### config.mk
export PLATFORM = sky130hd
export DESIGN_NAME = gpk_ram
export DESIGN_NICKNAME = d
export VERILOG_FILES = /design/src/rtl/gpk_ram.sv
export SDC_FILE = /design/constraint.sdc
export NUM_CORES = 2
export LEC_CHECK = 0
export BUFFER_PORTS_ARGS = -buffer_cell sky130_fd_sc_hd__buf_4
export CAP_MARGIN = 20
export CORE_MARGIN = 3
export CORE_UTILIZATION = 34
export CTS_CLUSTER_SIZE = 30
export DETAILED_ROUTE_END_ITERATION = 16
export MAX_ROUTING_LAYER = met4
export SETUP_SLACK_MARGIN = 0.02
export SYNTH_ARGS = -nofsm -noshare
export SYNTH_HDL_FRONTEND = slang
export SYNTH_SLANG_ARGS = --single-unit
### constraint.sdc
create_clock -name clk -period 4.9 [get_ports clk]
set_input_delay 0.735 -clock clk [delete_from_list [all_inputs] [get_ports clk]]
set_output_delay 0.735 -clock clk [all_outputs]
set_load 0.01 [all_outputs]
### src/rtl/gpk_ram.sv
// generic single-write, single-read synchronous ram with registered read data
// no dependencies
module gpk_ram #(
    parameter int WIDTH = 52,
    parameter int DEPTH = 64,
    localparam int AW = $clog2(DEPTH)
) (
    input  logic             clk,
    input  logic             we,
    input  logic [AW-1:0]    waddr,
    input  logic [WIDTH-1:0] wdata,
    input  logic [AW-1:0]    raddr,
    output logic [WIDTH-1:0] rdata
);

    logic [WIDTH-1:0] mem [DEPTH];

    always_ff @(posedge clk)
    begin
        if (we)
        begin
            mem[waddr] <= wdata;
        end
        rdata <= mem[raddr];
    end

endmodule

# After elaboration in Yosys (flattened, before gate mapping)

Memories as Yosys holds them, arrays and structs flattened. A register that Yosys moved wholly into a read port is not among the register bits.
Cells that the tools add are included.

Register bits after elaboration: 0
Bits in writable memories: 3328
Input bits: 66
Output and inout port bits: 52
Memories: 1

Memory list:

| name | words | bits a word | read ports | clocked after memory_dff | wr ports | RTL line | source |
|---|---|---|---|---|---|---|---|
| mem  | 64    | 52          | 1          | 1                        | 1        | 16       | `logic [WIDTH-1:0] mem [DEPTH];` |

Multiplexer cells: 2

Operator list:

| operator         | count |
|---|---|
| 2-to-1 mux 1 bit | 2 |

# Longest topological paths before layout

Depth in word-level cells: 2
Gate-level depth with buffers: 9
Mapped depth without buffers: 5

# Worst setup path before layout

Ideal clock, no wire load.

Path kind: input port to flip-flop
Start: input waddr[3]
End: memory mem[48][0] (enable)
Setup time: 0.526 ns
Arrival: 4.776 ns
Path slack: -0.401 ns
Stages: 4
Path buffers: 1
Cells stage by stage: clkbuf_1 nor2b_1 nand4b_1 nor3_1

RTL lines:

| what               | RTL line | source |
|---|---|---|
| start: declaration | 10       | `input logic [AW-1:0] waddr,` |
| end: declaration   | 16       |  |

No word-level cell before the write port.

==> summary.txt <==
Status
  • Status: completed

STA
  • Clock Skew: 0.05788 ns
  • Measured slew at the worst slew-check pin: 1.229 ns
  • Slew Viols, Final: 0
  • Unrepaired setup endpoints after global routing: no
  • Slew margin rel.: 0.1806
  • Fin. Hold Viols: 0
  • Final setup fails: 0
  • Setup TNS Final: 0 ns
  • FMAX: 350.1 MHz
  • Period utilisation layout: 0.5830
  • Crit path time final: 2.857 ns

Cells and area
  • Synth-to-layout area growth: 15.37%
  • Share of cells above drive strength 1: 0.2889
  • Final Cell Area: 0.1464 sq mm
  • Nets: 5894

Clock tree
  • Resized Gates After CTS: 0
  • Largest buffer count on any clock path: 4
  • Num CTS Buffers: 333
  • Worst skew pair latency: 0.90 ns
  • Clock Pin Slew Worst Setup and Hold Paths: 0.06 ns
  • H-tree Lvls: 5
  • Clock root buffer: clkbuf_16
  • Post-CTS Setup Inserts: 0
  • CTS hold repair buffers: 0
  • Clk sinks: 3380
  • CTS tree: yes

Floorplanning
  • Initial Utilization: 0.3428
  • Die W: 617.0 microns
  • Core ar.: 0.3703 sq mm
  • Die height: 617.0 microns
  • # rows: 223
  • Ports: 118
  • Die area: 0.3807 sq mm

Route
  • WL/cell: 32.58 microns
  • Post-DR vias/cell: 5.650
  • DR vias: 62388
  • Routed WL: 359800 microns
  • Residual DRC: 0
  • Drt first pass iters: 5
  • Initial DRC count: 8197
  • Final antenna-violating net count: 0

Setup path
  • Worst path cell trace: buf_4, nand2b_2, o22ai_1, nor4_1, o22a_1
  • Critical path class: in2reg
  • Critical path arrival: 3.66 ns
  • Register-to-Register Path Depth: 4
  • Endpoint class of the critical path: flip-flop
  • CP Launch Type: input pin
  • R2R Path Start: mem[31][8]$_DFFE_PP_
  • Worst EP required: 5.70 ns
  • Critical path's largest stage delay: 1.06 ns
  • Slowest-stage cell, CP: nand2b_2
  • CP Launch Point: raddr[4]
  • Crit path max fanout: 31

Power
  • Post-layout total power: 59.76 mW
  • Static Leak: 44.95 nW
  • Worst vdd ir: 0.0003078 V
  • PD cells: 408.1 mW/mm^2

Synth
  • Area fraction in compound gates after synthesis: 0.02712
  • Adder-Cell Fraction of Synth Area: 0
  • Post-synth top flop: edfxtp_1
  • Post-synthesis async set-or-reset flop share: 0
  • Mapped cell area: 0.1269 sq mm
  • Mapped Avg Cell Area: 23.46 sq um
  • Syn Nets: 5476
  • Simple-gate share of the synthesized area: 0.01036
  • Largest family of logic cells by synthesized area: multiplexers
  • Synth cell types: 40
  • Post-Synth XOR/XNOR Area: 0
  • Mux share of post-synthesis cell area: 0.1546
  • Yosys reg bits: 3380
  • Sequential fraction of the synthesis area: 0.7956
  • Number of synthesized flops with an enable pin: 3328
  • Yosys warning count: 0
  • Post-synthesis instance total: 5410

Placed design
  • Dpl hpwl: 202400 microns
  • GPL Wtd Cong: 0.8043
  • Area after DPL: 0.1360 sq mm
  • Buffers on Ports: 117

Min path
  • Hold Path Class: in2reg
  • Hold path startpoint: waddr[1]
  • Hold Crit Depth: 2

Global routing
  • Number of global-route vias before repair: 62256
  • Total GRT Usage: 0.1916
  • Initial antenna violation count: 29
  • Largest net degree at the start of global routing: 87
  • First-pass GRT wire length: 501800 microns
  • GRT overflow: 0

Flow run
  • Max Cap Viol: 0
[state kept, by name, indices dropped and copies added (netlist names)]
register	flops
rdata	52
mem	3328
[critical path, delay by kind of cell]
| family | cells | cell delay [ns] |
|---|---|---|
| AOI/OAI and AO/OA | 2 | 0.44 |
| and+or+nand+nor | 2 | 1.92 |
| buffers and inverters | 1 | 0.46 |
[report_power, final]
group | switching (mW) | total [mW] | leakage [nW] | internal (mW)
Sequential | 0.172 | 32.2 | 30.4 | 32.0
Combinational | 1.79 | 2.88 | 9.50 | 1.09
Clock | 10.6 | 24.7 | 5.07 | 14.1
[through the flow]
stage          worst slack [ns]  instances    util  hold WS, ns
6_report                  2.043      11042  0.3955       0.2876
5_1_grt                   2.020      11041  0.3955       0.2639
4_1_cts                   2.103      11032  0.3954       0.2193
3_5_place_dp              1.188      10443  0.3674       0.8052
3_3_place_gp              1.168      10441  0.3673       0.8180
2_1_floorplan            0.6455       5410       -       0.7441
[path summary, 6_finish.rpt]
path,end,slack [ns]
max,rdata[6]$_DFF_P_,2.04
min,mem[49][31]$_DFFE_PP_,0.29
max reg2reg,rdata[8]$_DFF_P_,2.86
min reg2reg,rdata[45]$_DFF_P_,0.83
[cells by family after synthesis]
logic type / Yosys count
and+or+nand+nor: 264
buffers and inverters: 307
DFF: 3380
muxes: 963
AOI/OAI and AO/OA: 496
[cell type report]
cell class              instances  area [sq um]
well taps                    4950          6193
fillers                     32303        223800
repair buffers                390          3944
diodes                         10         25.02
clock buffers                 447          9120
flip-flops and latches       3380        101000
multi-input cells            1723         24930
clock inverters               142          1241
[layer usage]
metal	up-vias	routed length [microns]	track usage	share of wire
met1	34430	143000	0.2565	0.40
met4	0	10990	0.05834	0.031
met2	3131	177300	0.3049	0.49
met3	583	28430	0.02706	0.079
met5	-	0	-	0
li1	24244	-	-	-
[cells in the mapped netlist, drive strengths merged (18+ instances only)]
master / number / area [sq um]
nand2: 31 / 116.4
edfxtp: 3328 / 99940
o221ai: 64 / 560.5
o22a: 31 / 271.5
a22oi: 38 / 285.3
mux2i: 125 / 1251
a221oi: 41 / 359.1
o22ai: 181 / 1132
o21ai: 25 / 125.1
nor2b: 25 / 156.4
dfxtp: 52 / 1041
nor4: 40 / 250.2
mux2: 44 / 495.5
a22o: 18 / 157.7
a21oi: 74 / 370.4
nor2: 98 / 370.4
clkbuf: 125 / 469.2
mux4: 794 / 17880
buf: 182 / 1092
[cells in the final DEF, fill, tap and decap left out, types with 25 or more instances in the layout]
master / count
a21oi_1: 74
a221oi_1: 41
a22oi_1: 38
buf_12: 80
buf_4: 308
clkbuf_1: 86
clkbuf_16: 340
clkinv_1: 63
clkinv_2: 41
dfxtp_1: 52
edfxtp_1: 3328
mux2_2: 44
mux2i_1: 125
mux4_2: 794
nand2_1: 25
nor2_1: 34
nor2_4: 62
nor4_1: 40
o221ai_1: 64
o22a_1: 31
o22ai_1: 181
(Power assumes the default switching activity.)
